**src/sv/ipp_dec_pkg.sv**
```systemverilog
// Shared types and constants for the IPP attribute stream decoder.
// No dependencies; the decoder top level uses this package by scoped names.
package ipp_dec_pkg;

  // Field length limit: a name or value length at or above this aborts decoding.
  localparam int unsigned MAX_FIELD_BYTES = 256;
  // Number of payload header bytes that are skipped.
  localparam int unsigned HEADER_BYTES    = 8;

  // Width of the remaining-byte counter; lengths that reach it are below MAX_FIELD_BYTES.
  localparam int unsigned LEFT_W = (MAX_FIELD_BYTES > 2) ? $clog2(MAX_FIELD_BYTES) : 1;

  // Tag codes
  localparam logic [7:0] TAG_END       = 8'h03;
  localparam logic [7:0] TAG_GROUP_LO  = 8'h01;
  localparam logic [7:0] TAG_GROUP_HI  = 8'h05;

  // Result kinds
  localparam logic [2:0] KIND_NAME    = 3'd0;
  localparam logic [2:0] KIND_VALUE   = 3'd1;
  localparam logic [2:0] KIND_NONAME  = 3'd2;
  localparam logic [2:0] KIND_ENDTAG  = 3'd3;
  localparam logic [2:0] KIND_ABORT   = 3'd4;
  localparam logic [2:0] KIND_ENDED   = 3'd5;
  localparam logic [2:0] KIND_NOVALUE = 3'd6;

  typedef struct packed {
    logic [7:0] data_byte;
    logic       last_byte;
  } in_beat_t;

  typedef struct packed {
    logic [2:0] kind;
    logic [7:0] out_byte;
    logic [7:0] value_tag;
    logic       attr_last;
    logic       stream_end;
  } out_beat_t;

endpackage

```
**src/sv/ipp_attribute_stream_decoder_top.sv**
```systemverilog
// IPP attribute stream decoder: a byte-wide parser state machine with a
// registered result stage and a one-entry skid register. Uses ipp_dec_pkg.
//
// The decoder takes one payload byte per cycle while in_stall is low and
// gives at most one result beat per byte, registered in the output register
// or in the skid register. The parser state is updated by a single small
// step per byte, and the output register plus one skid register let input
// flow continue while a result waits. in_stall rises only when the skid
// register holds a beat, that is after the output side has stalled with a
// beat already waiting. After a byte flagged last_byte the parser returns
// to its reset state, so the next byte starts a new payload.
module ipp_attribute_stream_decoder_top (
  input  logic                   clk,
  input  logic                   rst_n,
  input  logic                   in_valid,
  output logic                   in_stall,
  input  ipp_dec_pkg::in_beat_t  in_data,
  output logic                   out_valid,
  input  logic                   out_stall,
  output ipp_dec_pkg::out_beat_t out_data
);

  typedef enum logic [3:0] {
    PH_HEADER, PH_TAG, PH_NLEN_H, PH_NLEN_L, PH_NAME,
    PH_VLEN_H, PH_VLEN_L, PH_VALUE, PH_DONE
  } phase_t;

  localparam phase_t PH_RESET = (ipp_dec_pkg::HEADER_BYTES == 0) ? PH_TAG : PH_HEADER;

  phase_t                          phase_r, phase_nxt;
  logic [2:0]                      hdr_cnt_r, hdr_cnt_nxt;
  logic [7:0]                      len_high_r, len_high_nxt;
  logic [ipp_dec_pkg::LEFT_W-1:0]  left_r, left_nxt;
  logic [7:0]                      cur_tag_r, cur_tag_nxt;

  ipp_dec_pkg::out_beat_t out_r, skid_r, res;
  logic                   out_valid_r, skid_valid_r;

  logic        acc, out_take, emit, open;
  logic [7:0]  b;
  logic        last;
  logic [15:0] len;
  logic        too_big;
  logic [ipp_dec_pkg::LEFT_W-1:0] left_dec;

  assign in_stall  = skid_valid_r;
  assign out_valid = out_valid_r;
  assign out_data  = out_r;
  assign acc       = in_valid && !skid_valid_r;
  assign out_take  = out_valid_r && !out_stall;

  assign b        = in_data.data_byte;
  assign last     = in_data.last_byte;
  assign len      = {len_high_r, b};
  assign too_big  = {1'b0, len} >= 17'(ipp_dec_pkg::MAX_FIELD_BYTES);
  assign left_dec = left_r - 1'b1;

  always_comb begin
    phase_nxt    = phase_r;
    hdr_cnt_nxt  = hdr_cnt_r;
    len_high_nxt = len_high_r;
    left_nxt     = left_r;
    cur_tag_nxt  = cur_tag_r;
    emit         = 1'b0;
    open         = 1'b0;
    res          = '0;
    res.stream_end = last;

    unique case (phase_r)
      PH_HEADER: begin
        if ({1'b0, hdr_cnt_r} + 4'd1 >= 4'(ipp_dec_pkg::HEADER_BYTES)) begin
          phase_nxt = PH_TAG;
        end else begin
          hdr_cnt_nxt = hdr_cnt_r + 3'd1;
        end
        if (last) begin
          emit     = 1'b1;
          res.kind = ipp_dec_pkg::KIND_ENDED;
        end
      end
      PH_TAG: begin
        if (b == ipp_dec_pkg::TAG_END) begin
          emit      = 1'b1;
          res.kind  = ipp_dec_pkg::KIND_ENDTAG;
          phase_nxt = PH_DONE;
        end else if (b >= ipp_dec_pkg::TAG_GROUP_LO && b <= ipp_dec_pkg::TAG_GROUP_HI) begin
          if (last) begin
            emit     = 1'b1;
            res.kind = ipp_dec_pkg::KIND_ENDED;
          end
        end else begin
          cur_tag_nxt = b;
          phase_nxt   = PH_NLEN_H;
          open        = 1'b1;
        end
      end
      PH_NLEN_H, PH_VLEN_H: begin
        len_high_nxt = b;
        phase_nxt    = (phase_r == PH_NLEN_H) ? PH_NLEN_L : PH_VLEN_L;
        open         = 1'b1;
      end
      PH_NLEN_L, PH_VLEN_L: begin
        res.value_tag = cur_tag_r;
        if (too_big) begin
          emit          = 1'b1;
          res.kind      = ipp_dec_pkg::KIND_ABORT;
          res.attr_last = 1'b1;
          phase_nxt     = PH_DONE;
        end else if (len == 16'd0) begin
          emit = 1'b1;
          if (phase_r == PH_NLEN_L) begin
            res.kind  = ipp_dec_pkg::KIND_NONAME;
            phase_nxt = PH_VLEN_H;
            open      = 1'b1;
          end else begin
            res.kind      = ipp_dec_pkg::KIND_NOVALUE;
            res.attr_last = 1'b1;
            phase_nxt     = PH_TAG;
          end
        end else begin
          left_nxt  = len[ipp_dec_pkg::LEFT_W-1:0];
          phase_nxt = (phase_r == PH_NLEN_L) ? PH_NAME : PH_VALUE;
          open      = 1'b1;
        end
      end
      PH_NAME: begin
        emit          = 1'b1;
        res.kind      = ipp_dec_pkg::KIND_NAME;
        res.out_byte  = b;
        res.value_tag = cur_tag_r;
        left_nxt      = left_dec;
        if (left_dec == '0) phase_nxt = PH_VLEN_H;
        open          = 1'b1;
      end
      PH_VALUE: begin
        emit          = 1'b1;
        res.kind      = ipp_dec_pkg::KIND_VALUE;
        res.out_byte  = b;
        res.value_tag = cur_tag_r;
        left_nxt      = left_dec;
        if (left_dec == '0) begin
          res.attr_last = 1'b1;
          phase_nxt     = PH_TAG;
        end else begin
          open = 1'b1;
        end
      end
      default: begin
        phase_nxt = PH_DONE;
      end
    endcase

    // An attribute cut short by the end of the payload reports an abort instead.
    if (last && open) begin
      emit          = 1'b1;
      res.kind      = ipp_dec_pkg::KIND_ABORT;
      res.out_byte  = 8'd0;
      res.value_tag = cur_tag_r;
      res.attr_last = 1'b1;
    end

    if (last) begin
      phase_nxt    = PH_RESET;
      hdr_cnt_nxt  = '0;
      len_high_nxt = '0;
      left_nxt     = '0;
      cur_tag_nxt  = '0;
    end
  end

  always_ff @(posedge clk) begin
    if (!rst_n) begin
      phase_r      <= PH_RESET;
      hdr_cnt_r    <= '0;
      len_high_r   <= '0;
      left_r       <= '0;
      cur_tag_r    <= '0;
      out_valid_r  <= 1'b0;
      skid_valid_r <= 1'b0;
    end else begin
      if (acc) begin
        phase_r    <= phase_nxt;
        hdr_cnt_r  <= hdr_cnt_nxt;
        len_high_r <= len_high_nxt;
        left_r     <= left_nxt;
        cur_tag_r  <= cur_tag_nxt;
      end
      if (skid_valid_r) begin
        // Input is stalled here; drain the skid beat into the output register.
        if (out_take) begin
          out_r        <= skid_r;
          skid_valid_r <= 1'b0;
        end
      end else if (acc && emit) begin
        if (!out_valid_r || out_take) begin
          out_r       <= res;
          out_valid_r <= 1'b1;
        end else begin
          skid_r       <= res;
          skid_valid_r <= 1'b1;
        end
      end else if (out_take) begin
        out_valid_r <= 1'b0;
      end
    end
  end

  // The skid register only fills behind a waiting output beat.
  a_skid_behind_out: assert property (@(posedge clk) disable iff (!rst_n)
    skid_valid_r |-> out_valid_r)
    else $error("skid beat held without an output beat");

  // A last byte always returns the parser to its start state.
  a_last_resets: assert property (@(posedge clk) disable iff (!rst_n)
    acc && last |=> phase_r == PH_RESET && left_r == '0)
    else $error("parser not reset after last byte");

  // A stalled output with a waiting skid beat must not lose it.
  a_skid_held: assert property (@(posedge clk) disable iff (!rst_n)
    skid_valid_r && out_stall |=> skid_valid_r && out_valid_r)
    else $error("skid beat dropped while output stalled");

  // attr_last marks only value, empty-value or abort results.
  a_attr_last_kind: assert property (@(posedge clk) disable iff (!rst_n)
    out_valid_r && out_r.attr_last |->
      (out_r.kind == ipp_dec_pkg::KIND_VALUE || out_r.kind == ipp_dec_pkg::KIND_NOVALUE ||
       out_r.kind == ipp_dec_pkg::KIND_ABORT))
    else $error("attr_last on a result kind that cannot close an attribute");

endmodule

```
**config.mk**
```make
export PLATFORM = sky130hd
export DESIGN_NAME = ipp_attribute_stream_decoder_top
export DESIGN_NICKNAME = d
export VERILOG_FILES = /design/src/sv/ipp_dec_pkg.sv /design/src/sv/ipp_attribute_stream_decoder_top.sv
export SDC_FILE = /design/constraint.sdc
export NUM_CORES = 1
export LEC_CHECK = 0
export BUFFER_PORTS_ARGS = -buffer_cell sky130_fd_sc_hd__buf_2
export CAP_MARGIN = 10
export CORE_ASPECT_RATIO = 0.8
export CORE_UTILIZATION = 35
export CTS_BUF_LIST = sky130_fd_sc_hd__clkbuf_4 sky130_fd_sc_hd__clkbuf_8
export DETAILED_ROUTE_END_ITERATION = 7
export GPL_TIMING_DRIVEN = 0
export HOLD_SLACK_MARGIN = 0.15
export MAX_ROUTING_LAYER = met4
export PLACE_DENSITY = 0.58
export SETUP_SLACK_MARGIN = 0.5
export SLEW_MARGIN = 15
export SYNTH_ARGS = -nofsm -noshare
export SYNTH_HDL_FRONTEND = slang
export SYNTH_SLANG_ARGS = --single-unit
```
**constraint.sdc**
```tcl
create_clock -name clk -period 8.2 [get_ports clk]
set_input_delay 0.82 -clock clk [delete_from_list [all_inputs] [get_ports clk]]
set_output_delay 0.82 -clock clk [all_outputs]
set_load 0.01 [all_outputs]
```
==> metrics, run 1 <==
quantity of hold-fixing buffers added after cts=0; critical path capture point type=flip-flop; initial antenna violation count=0; maximum clock path buffer count=2; power share of the combinational group=8.4%; Vias/cell=5.29; Max stage delay cell, worst path=sky130_fd_sc_hd__o32a_2; peak supply drop=0.0735 mV; H-Tree Level Count=3; hpwl dp=6.73 mm; CP arrival=3.32 ns; initial cell density of the core=36.6%; top cell type by total area after synthesis=sky130_fd_sc_hd__edfxtp_1; Filler Cells Inserted=1031; overall global routing resource usage=18.2%; Slew Viols, Final=0; worst setup skew after layout=0.0128 ns; Final setup violation count=0; clock network latency to the later pin of the worst-skew pair=0.36 ns; post-synth net total=377; internal power summed over all cells=0.542 mW; total power draw=0.726 mW; number of enable flip-flop cells after synthesis=42; Net Switching=0.185 mW; Critical Path Source Type=input pin; fraction of final layout cells sized beyond drive strength 1=19.0%; minimum clock period after layout=3.26 ns; multiplexer share of the synthesized area=8.65%; PwrDens=166 nW/um^2; Synth-to-Final Area Change=14.3%; LEAKAGE=1.60 nW; portion of the post-synthesis area used by sequential elements=50.3%; max-slew headroom at the worst pin=47.2%; share of total power in the clock network=35.7%; vias in the first global route=2770; netlist area before placement=3820 sq um; Total Routed Length=9.16 mm; warning count from the yosys run=0; area of the die=11300 sq um; simple-gate share of the synthesized area=21.3%; root buffer selected by CTS=sky130_fd_sc_hd__clkbuf_8; pre-CTS worst setup slack=4.59 ns; FF+latch count, synth=75; synthesized-area fraction occupied by adder cells=0.983%; xor and xnor fraction of the mapped netlist area=0.917%; final hold slack=0.493 ns; sw frac=25.4%; maximum clock frequency=307 MHz; floorplan die width=119 um; remaining design rule violation count=0; post-synth cell types=59; run status=finished clean; number of routed nets with antenna violations=0; routed vias=2915; mean routed wirelength per cell=16.6 um; share of Yosys cell area claimed by the top area cell type=33.0%; worst stage delay on the critical path=0.46 ns; ordered cell list for the critical path=clkbuf_1 > or3_1 > clkbuf_1 > nor4_4 > o32a_2 > a21oi_1 > o21ai_0 > a21oi_2 > buf_6; Crit Path Class=input pin to flip-flop; compound-gate portion of the synthesized area=14.8%; main combinational cell family by area after synthesis=simple AND/OR/NAND/NOR gates; die boundary height=95.4 um; maximum fanout encountered on the critical timing path=16; clock sinks=75; worst min-delay path category=flip-flop to flip-flop; buffers added on ports=32; Congestion Overflow GR=0; RD Place Congestion=0.917; clock transition time at the flip-flop clock pins of the worst setup and hold paths=0.08 ns; PnR worst setup slack=4.94 ns; core area=10400 sq um; top post-synthesis cells by area=sky130_fd_sc_hd__edfxtp_1 33%, sky130_fd_sc_hd__dfxtp_1 17%, sky130_fd_sc_hd__mux2i_1 5.5%; 1st-iter DRT viols=246; mean instance size in the synthesized netlist=10.6 sq um; maximum number of pins on one net before global-route repair=18; Synth Instances=361; Std-Cell Rows=33; number of hold-slack violations in the final timing report=0; critical path required time=8.26 ns; slew at the pin with the worst max-slew slack=0.782 ns; diode count=0; leading register cell type out of synthesis=sky130_fd_sc_hd__edfxtp_1; share of power burned in registers=55.9%; period utilisation layout=39.7%; RSZ-0062 raised after global routing=false; First-pass DRT Iterations=4; number of buffers created by CTS=9; sum of negative setup slack=0 ns; Most Frequent Cell on Critical Path=sky130_fd_sc_hd__clkbuf_1; number of top-level design ports=36; Post-CTS Resized=0; net count of the finished layout=422; TritonCTS clock tree=yes; first-pass GRT wire length=15.1 mm; number of maximum-capacitance violations=0; share of synthesized registers carrying an async set or reset=0%; Post-CTS Setup Bufs=0
cells in the mapped netlist, types with 8 or more instances:
master	count
sky130_fd_sc_hd__nand2_1	36
sky130_fd_sc_hd__mux2_2	8
sky130_fd_sc_hd__and2_1	20
sky130_fd_sc_hd__mux2i_1	21
sky130_fd_sc_hd__edfxtp_1	42
sky130_fd_sc_hd__nor4_1	8
sky130_fd_sc_hd__dfxtp_1	33
sky130_fd_sc_hd__inv_1	8
sky130_fd_sc_hd__nor2b_1	29
sky130_fd_sc_hd__a32o_1	9
sky130_fd_sc_hd__clkbuf_1	16
sky130_fd_sc_hd__o21ai_0	16
sky130_fd_sc_hd__nand3_1	11
sky130_fd_sc_hd__nor2_1	14
sky130_fd_sc_hd__a21oi_1	12
sky130_fd_sc_hd__o211ai_1	8
state kept, by name, summed over array words and instances (netlist names):
name / flops
out_data: 21
skid_r: 21
cur_tag_r: 8
left_r: 8
len_high_r: 8
phase_r: 4
hdr_cnt_r: 3
in_stall: 1
out_valid: 1
power by group through the flow:
stage / combinational (mW) / sequential, mW / clock (mW)
detailed placement: 0.0607 / 0.414 / 0
finish: 0.0610 / 0.406 / 0.259
floorplan: 0.0374 / 0.416 / 0
global placement: 0.0592 / 0.414 / 0
CTS: 0.0609 / 0.406 / 0.268
global route: 0.0674 / 0.407 / 0.285
critical path, delay by kind of cell:
kind | cells | cell delay (ns)
AOI/OAI and AO/OA | 4 | 1.26
buffers and inverters | 3 | 0.95
and+or+nand+nor | 2 | 0.27
worst paths after layout:
path                                 from                endpoint  slack, ns  cells past startpoint
setup / recovery               in_data[2]   out_data[8]$_DFFE_PP_       4.94                      9
hold reg to reg    left_r[7]$_SDFFE_PN0P_  left_r[7]$_SDFFE_PN0P_       0.49                      2
hold / removal     left_r[7]$_SDFFE_PN0P_  left_r[7]$_SDFFE_PN0P_       0.49                      2
setup reg to reg  phase_r[3]$_SDFFE_PN0P_   out_data[8]$_DFFE_PP_       5.29                      8
kinds of logic (layout without fill, tap and decap cells):
family | after synthesis | count (layout)
fa+ha+maj | 3 | 3
buf+inv | 28 | 78
mux | 31 | 31
simple gates | 145 | 145
flops | 75 | 75
compound gates | 75 | 75
xor+xnor | 4 | 4
area by class of cell:
cell class	instances	area, sq um	area share, %
sequential	75	1920	44.0
multi-input combinational	258	1790	41.0
timing repair buffer	34	186	4.27
tap	140	175	4.01
clock buffer	11	139	3.18
buffer	20	85.1	1.95
clock inverter	5	37.5	0.860
inverter	8	30.0	0.688
routing by layer:
layer  track usage (%)  vias to the layer above  wire length [um]
met2              26.2                       77              3820
met3              4.90                       10               433
li1                  -                     1427                 -
met4              5.80                        0               105
met1              24.6                     1401              4800
met5                 -                        -                 0
placed cells by master, fill, tap and decap left out, types with 3 or more instances in the layout:
master                     count
sky130_fd_sc_hd__edfxtp_1     42
sky130_fd_sc_hd__nand2_1      36
sky130_fd_sc_hd__buf_2        34
sky130_fd_sc_hd__dfxtp_1      33
sky130_fd_sc_hd__nor2b_1      29
sky130_fd_sc_hd__mux2i_1      21
sky130_fd_sc_hd__and2_1       20
sky130_fd_sc_hd__clkbuf_1     16
sky130_fd_sc_hd__o21ai_0      16
sky130_fd_sc_hd__nor2_1       13
sky130_fd_sc_hd__nand3_1      11
sky130_fd_sc_hd__a21oi_1      11
sky130_fd_sc_hd__a32o_1        9
sky130_fd_sc_hd__clkbuf_8      9
sky130_fd_sc_hd__inv_1         8
sky130_fd_sc_hd__nor4_1        8
sky130_fd_sc_hd__o211ai_1      8
sky130_fd_sc_hd__mux2_2        8
sky130_fd_sc_hd__or3_1         4
sky130_fd_sc_hd__xor2_1        4
sky130_fd_sc_hd__o31ai_1       3
sky130_fd_sc_hd__nand2b_1      3
sky130_fd_sc_hd__a22o_1        3
sky130_fd_sc_hd__ha_1          3
metrics by stage:
step,util [%],area (sq um),instances
3_5_place_dp,40.1,4190,535
2_1_floorplan,-,3820,361
5_1_grt,41.8,4360,551
6_report,41.8,4360,551
4_1_cts,41.8,4360,551
3_3_place_gp,39.8,4150,533
No activity file was read; power rests on OpenSTA's default activity.
==> run 2, diff against run 1 <==
--- a/config.mk
+++ b/config.mk
@@ -5,6 +5,7 @@
 export SDC_FILE = /design/constraint.sdc
 export NUM_CORES = 1
 export LEC_CHECK = 0
+export ABC_AREA = 1
 export BUFFER_PORTS_ARGS = -buffer_cell sky130_fd_sc_hd__buf_2
 export CAP_MARGIN = 10
 export CORE_ASPECT_RATIO = 0.8
@@ -14,7 +15,7 @@
 export GPL_TIMING_DRIVEN = 0
 export HOLD_SLACK_MARGIN = 0.15
 export MAX_ROUTING_LAYER = met4
-export PLACE_DENSITY = 0.58
+export PLACE_DENSITY = 0.6
 export SETUP_SLACK_MARGIN = 0.5
 export SLEW_MARGIN = 15
 export SYNTH_ARGS = -nofsm -noshare
==> constraint.sdc (replaced) <==
create_clock -name clk -period 2.8 [get_ports clk]
set_input_delay 0.28 -clock clk [delete_from_list [all_inputs] [get_ports clk]]
set_output_delay 0.28 -clock clk [all_outputs]
set_load 0.01 [all_outputs]
==> metrics, run 2 <==
Critical Path Source Type=flip-flop; post-synth net total=452; Crit Path Class=flip-flop to flip-flop; Max Used Layer=met4; Std-Cell Rows=33; main combinational cell family by area after synthesis=simple AND/OR/NAND/NOR gates; quantity of hold-fixing buffers added after cts=0; number of top-level design ports=36; Final setup violation count=0; Finished Cell Area=4400 sq um; initial antenna violation count=0; floorplan die width=116 um; vias in the first global route=2935; met3 wire length=497 um; maximum clock path buffer count=2; hpwl dp=6.32 mm; routed vias=3073; 1st-iter DRT viols=230; number of buffers created by CTS=9; synthesized-area fraction occupied by adder cells=1.02%; die boundary height=93.5 um; wire length the detailed router placed on met1=4.31 mm; non-filler cells in the finished layout=637; root buffer selected by CTS=sky130_fd_sc_hd__clkbuf_8; First-pass DRT Iterations=5; Synth-to-Final Area Change=20.1%; RD Place Congestion=0.930; number of hold-slack violations in the final timing report=0; commonest non-fill, non-tap cells in the layout=88 x sky130_fd_sc_hd__nand2_1, 62 x sky130_fd_sc_hd__nor2_1, 42 x sky130_fd_sc_hd__inv_1, 42 x sky130_fd_sc_hd__edfxtp_1, 37 x sky130_fd_sc_hd__buf_2; worst setup skew after layout=0.0105 ns; dominant cell by count in the synthesized netlist=sky130_fd_sc_hd__nand2_1; TritonCTS clock tree=yes; area of the die=10900 sq um; peak supply drop=0.259 mV; Congestion Overflow GR=0; first-pass GRT wire length=14.6 mm; minimum clock period after layout=2.16 ns; combined area of the multi-input logic cells=1550 sq um; compound-gate portion of the synthesized area=12.4%; FF+latch count, synth=75; Slew Viols, Final=0; core area=10200 sq um; leading post-synthesis cells by instance count=89 x sky130_fd_sc_hd__nand2_1, 66 x sky130_fd_sc_hd__nor2_1, 43 x sky130_fd_sc_hd__inv_1, 42 x sky130_fd_sc_hd__edfxtp_1, 33 x sky130_fd_sc_hd__dfxtp_1; maximum number of pins on one net before global-route repair=15; top post-synthesis cells by area=sky130_fd_sc_hd__edfxtp_1 34%, sky130_fd_sc_hd__dfxtp_1 18%, sky130_fd_sc_hd__nand2_1 9.1%; remaining design rule violation count=0; top cell type by total area after synthesis=sky130_fd_sc_hd__edfxtp_1; pre-CTS worst setup slack=0.228 ns; simple-gate share of the synthesized area=26.4%; number of routed nets with antenna violations=0; Vias/cell=4.82; number of enable flip-flop cells after synthesis=42; sum of negative setup slack=0 ns; run status=finished clean; leading register cell type out of synthesis=sky130_fd_sc_hd__edfxtp_1; H-Tree Level Count=3; mean routed wirelength per cell=14.1 um; PwrDens=668 nW/um^2; initial cell density of the core=35.9%; clock sinks=75; net count of the finished layout=508; total placed cells including tap cells=611; CP arrival=2.23 ns; most common cell after layout, fill and taps aside=sky130_fd_sc_hd__nand2_1; portion of the post-synthesis area used by sequential elements=52.5%; sequential cell area=1930 sq um; netlist area before placement=3660 sq um; warning count from the yosys run=0; period utilisation layout=77.1%; overall global routing resource usage=18.4%; clock network latency to the later pin of the worst-skew pair=0.35 ns; Synth Instances=436; xor and xnor fraction of the mapped netlist area=0.239%; clock transition time at the flip-flop clock pins of the worst setup and hold paths=0.08 ns; mean instance size in the synthesized netlist=8.40 sq um; maximum clock frequency=463 MHz; slew at the pin with the worst max-slew slack=0.494 ns; critical path required time=2.87 ns; LEAKAGE=1.85 nW; RSZ-0062 raised after global routing=false; number of maximum-capacitance violations=0; worst min-delay path category=input pin to flip-flop; max-slew headroom at the worst pin=67.1%; share of Yosys cell area claimed by the top area cell type=34.4%; utilization of the core after routing=43.1%; share of synthesized registers carrying an async set or reset=0%; post-synth cell types=37; fraction of final layout cells sized beyond drive strength 1=23.5%; PnR worst setup slack=0.641 ns; buffers added on ports=35; multiplexer share of the synthesized area=0%; Filler Cells Inserted=1003; diode count=0; Post-DP Area=4030 sq um; met2 WL post-DR=4.05 mm; critical path capture point type=flip-flop; maximum fanout encountered on the critical timing path=5; Total Routed Length=8.97 mm
## run 2: cell types whose count changed in the layout (fill, tap and decap cells not counted), moves of 9 or more
| cell | previous run | this run |
|---|---|---|
| sky130_fd_sc_hd__nor2b_1 | 29 | 0 |
| sky130_fd_sc_hd__o21ai_1 | 0 | 9 |
| sky130_fd_sc_hd__nand2_1 | 36 | 88 |
| sky130_fd_sc_hd__a32o_1 | 9 | 0 |
| sky130_fd_sc_hd__nand3_1 | 11 | 25 |
| sky130_fd_sc_hd__clkbuf_1 | 16 | 6 |
| sky130_fd_sc_hd__and2_1 | 20 | 0 |
| sky130_fd_sc_hd__o21ai_0 | 16 | 30 |
| sky130_fd_sc_hd__inv_1 | 8 | 42 |
| sky130_fd_sc_hd__nor2_1 | 13 | 62 |
| sky130_fd_sc_hd__a21oi_1 | 11 | 21 |
| sky130_fd_sc_hd__mux2i_1 | 21 | 0 |
## run 2: cell families (layout without fill, tap and decap cells)
| group | count (synthesis) | after routing |
|---|---|---|
| DFF | 75 | 75 |
| and+or+nand+nor | 212 | 213 |
| adders and majority gates | 3 | 3 |
| AOI/OAI and AO/OA | 80 | 81 |
| buffers and inverters | 65 | 124 |
| xor gates and xnor gates | 1 | 1 |
## run 2: layout make-up
type / count / share of cell area (%)
multi-input combinational: 298 / 35.2
tap: 140 / 3.98
sequential: 75 / 43.8
timing repair buffer: 43 / 6.20
clock buffer: 9 / 2.81
buffer: 12 / 1.68
clock inverter: 7 / 1.76
inverter: 53 / 4.58
## run 2: repair_timing
action	4_1_cts	5_1_grt
setup endpoints to repair	42	72
gates resized for setup	3	14
buffers inserted	6	2
hold endpoints to repair	0	0
cloned	2	0
pin swaps	4	4
## run 2: stage by stage
| step | power (mW) | hold WS (ns) |
|---|---|---|
| 2_1_floorplan | 1.85 | 0.379 |
| 3_3_place_gp | 2.03 | 0.447 |
| 3_5_place_dp | 2.04 | 0.446 |
| 4_1_cts | 2.93 | 0.257 |
| 5_1_grt | 3.10 | 0.270 |
| 6_report | 2.94 | 0.277 |
## run 2: final timing paths
check / startpoint / to / slack (ns) / cells after the start
min reg2reg: hdr_cnt_r[2]$_SDFFE_PN0P_ / hdr_cnt_r[2]$_SDFFE_PN0P_ / 0.45 / 1
max: left_r[1]$_SDFFE_PN0P_ / out_data[6]$_DFFE_PP_ / 0.64 / 15
max reg2reg: left_r[1]$_SDFFE_PN0P_ / out_data[6]$_DFFE_PP_ / 0.64 / 15
min: in_data[3] / skid_r[12]$_DFFE_PP_ / 0.28 / 3
## run 2: worst max-delay path, cell delays in order, from the launching register on
cell,delay [ns]
sky130_fd_sc_hd__dfxtp_2,0.33
sky130_fd_sc_hd__inv_1,0.11
sky130_fd_sc_hd__ha_4,0.17
sky130_fd_sc_hd__nand3_1,0.11
sky130_fd_sc_hd__nand2_2,0.11
sky130_fd_sc_hd__nor2_2,0.04
sky130_fd_sc_hd__nand2_1,0.07
sky130_fd_sc_hd__nor2_2,0.05
sky130_fd_sc_hd__nand2_1,0.08
sky130_fd_sc_hd__nand2_1,0.06
sky130_fd_sc_hd__nand2_2,0.08
sky130_fd_sc_hd__nand2_4,0.08
sky130_fd_sc_hd__nand2_1,0.12
sky130_fd_sc_hd__nand2_4,0.12
sky130_fd_sc_hd__a21oi_4,0.19
sky130_fd_sc_hd__buf_4,0.16
## run 2: power by group
| group | leakage, nW | internal, mW | switching, mW |
|---|---|---|---|
| clock | 0.0950 | 0.417 | 0.432 |
| sequential | 0.673 | 1.27 | 0.0536 |
| combinational | 1.08 | 0.265 | 0.501 |
## run 2: per-layer routing
layer	track usage [%]	vias up
met4	5.34	0
li1	-	1562
met3	4.54	10
met5	-	-
met1	23.9	1408
met2	28.3	93
==> run 3, diff against run 2 <==
--- a/config.mk
+++ b/config.mk
@@ -15,7 +15,7 @@
 export GPL_TIMING_DRIVEN = 0
 export HOLD_SLACK_MARGIN = 0.15
 export MAX_ROUTING_LAYER = met4
-export PLACE_DENSITY = 0.6
+export PLACE_DENSITY = 0.58
 export SETUP_SLACK_MARGIN = 0.5
 export SLEW_MARGIN = 15
 export SYNTH_ARGS = -nofsm -noshare
==> constraint.sdc (replaced) <==
create_clock -name clk -period 2 [get_ports clk]
set_input_delay 0.2 -clock clk [delete_from_list [all_inputs] [get_ports clk]]
set_output_delay 0.2 -clock clk [all_outputs]
set_load 0.01 [all_outputs]
==> metrics, run 3 (synthesis gave the netlist of run 2 again) <==
run status=finished with violations; violations in the final reports=setup timing; worst min-delay path category=input pin to flip-flop; 1st-iter DRT viols=291; critical path capture point type=flip-flop; Synth-to-Final Area Change=40.1%; slew at the pin with the worst max-slew slack=0.525 ns; initial cell density of the core=35.9%; LEAKAGE=2.15 nW; PnR worst setup slack=-0.135 ns; Vias/cell=4.96; Max stage delay cell, worst path=sky130_fd_sc_hd__dfxtp_4; Crit Path Class=flip-flop to flip-flop; most common cell after layout, fill and taps aside=sky130_fd_sc_hd__nand2_1; number of buffers created by CTS=9; Std-Cell Rows=33; worst stage delay on the critical path=0.37 ns; maximum clock path buffer count=2; Finished Cell Area=5130 sq um; RD Place Congestion=0.955; diode count=0; total power draw=4.52 mW; first-pass GRT wire length=16.2 mm; maximum clock frequency=468 MHz; net count of the finished layout=549; Total Routed Length=10.6 mm; hpwl dp=6.30 mm; clock transition time at the flip-flop clock pins of the worst setup and hold paths=0.08 ns; non-filler cells in the finished layout=678; sum of negative setup slack=-4.23 ns; H-Tree Level Count=3; ordered cell list for the critical path=nor2_4 > nand3_4 > nand2_2 > nand2_2 > inv_2 > nand2_2 > o21ai_2 > nor2_2 > nand2_2 > nand2_4 > nand2_4 > nand2_8 > a21oi_4 > clkbuf_16; number of hold-slack violations in the final timing report=0; PwrDens=880 nW/um^2; TritonCTS clock tree=yes; overall global routing resource usage=20.7%; First-pass DRT Iterations=4; maximum number of pins on one net before global-route repair=14; commonest non-fill, non-tap cells in the layout=72 x sky130_fd_sc_hd__nand2_1, 57 x sky130_fd_sc_hd__nor2_1, 42 x sky130_fd_sc_hd__edfxtp_1; mean routed wirelength per cell=15.6 um; Largest delay share family, worst path=simple AND/OR/NAND/NOR gates; worst setup skew after layout=0.0142 ns; Final setup violation count=70; routed vias=3360; final hold slack=0.157 ns; critical path required time=2.09 ns; minimum clock period after layout=2.13 ns; CP arrival=2.22 ns; Most Frequent Cell on Critical Path=sky130_fd_sc_hd__nand2_2; total placed cells including tap cells=611; Buffers & Inverters on Critical Path=2; floorplan die width=116 um; clock sinks=75; fraction of final layout cells sized beyond drive strength 1=40.1%; pre-CTS worst setup slack=-0.446 ns; period utilisation layout=107%; number of routed nets with antenna violations=0; max-slew headroom at the worst pin=64.7%; root buffer selected by CTS=sky130_fd_sc_hd__clkbuf_8; peak supply drop=0.449 mV; area of the die=10900 sq um; Congestion Overflow GR=0; Slew Viols, Final=0; vias in the first global route=3149; remaining design rule violation count=0; number of top-level design ports=36; die boundary height=93.5 um; Critical Path Source Type=flip-flop; buffers added on ports=35; number of maximum-capacitance violations=0; clock network latency to the later pin of the worst-skew pair=0.37 ns; initial antenna violation count=0; core area=10200 sq um; RSZ-0062 raised after global routing=true; Post-DP Area=4110 sq um; maximum fanout encountered on the critical timing path=6; utilization of the core after routing=50.3%
-- run 3: cell count changes in the layout (fill, tap and decap cells not counted), sizes merged --
cell         previous run  this run
bufinv                  1         0
clkinv                  6         8
dlygate4sd3             0         1
nand3                  34        35
clkinvlp                2         1
clkbuf                 15        19
buf                    49        84
-- run 3: timing repair --
item | in CTS | in global routing
gates cloned | 4 | 5
hold buffers | 1 | 0
pin swaps | 12 | 21
setup buffers | 24 | 17
endpoints found under the hold margin | 1 | 0
endpoints found under the setup margin | 112 | 114
gates resized for setup | 63 | 50
-- run 3: layer usage --
layer | part of all wire, % | wire length (um) | vias to the layer above | global-route usage, %
met5 | 0 | 0 | - | -
met3 | 5.4 | 573 | 24 | 6.48
li1 | - | - | 1645 | -
met2 | 47 | 5000 | 96 | 31.9
met4 | 2.4 | 252 | 0 | 7.80
met1 | 45 | 4720 | 1595 | 25.3
-- run 3: power by group --
part	leakage [nW]	internal (mW)	switching [mW]
logic	1.39	0.682	0.924
clock network	0.0845	0.443	0.597
registers	0.677	1.78	0.0864
-- run 3: final cells by class --
cell class | instances | area [sq um]
fillers | 941 | 5070
plain buffers | 12 | 106
well taps | 140 | 175
flip-flops and latches | 75 | 1950
repair buffers | 83 | 708
clock inverters | 7 | 42.5
inverters | 53 | 230
multi-input cells | 299 | 1800
clock buffers | 9 | 124
-- run 3: worst paths after layout --
kind	startpoint	endpoint	slack, ns	cells after the start
worst max-delay path	phase_r[2]$_SDFFE_PN0P_	out_data[2]$_DFFE_PP_	-0.13	14
worst min-delay path	rst_n	phase_r[1]$_SDFFE_PN0P_	0.16	3
worst max register to register	phase_r[2]$_SDFFE_PN0P_	out_data[2]$_DFFE_PP_	-0.13	14
worst min register to register	len_high_r[4]$_SDFFE_PN0P_	len_high_r[4]$_SDFFE_PN0P_	0.47	2
-- run 3: worst reg2reg max path, cell delays in order, from the launching register on --
cell and delay, ns:
sky130_fd_sc_hd__dfxtp_4 0.37, sky130_fd_sc_hd__nor2_4 0.20, sky130_fd_sc_hd__nand3_4 0.10, sky130_fd_sc_hd__nand2_2 0.08, sky130_fd_sc_hd__nand2_2 0.06, sky130_fd_sc_hd__inv_2 0.06, sky130_fd_sc_hd__nand2_2 0.05, sky130_fd_sc_hd__o21ai_2 0.10
sky130_fd_sc_hd__nor2_2 0.06, sky130_fd_sc_hd__nand2_2 0.08, sky130_fd_sc_hd__nand2_4 0.08, sky130_fd_sc_hd__nand2_4 0.11, sky130_fd_sc_hd__nand2_8 0.09, sky130_fd_sc_hd__a21oi_4 0.24, sky130_fd_sc_hd__clkbuf_16 0.18
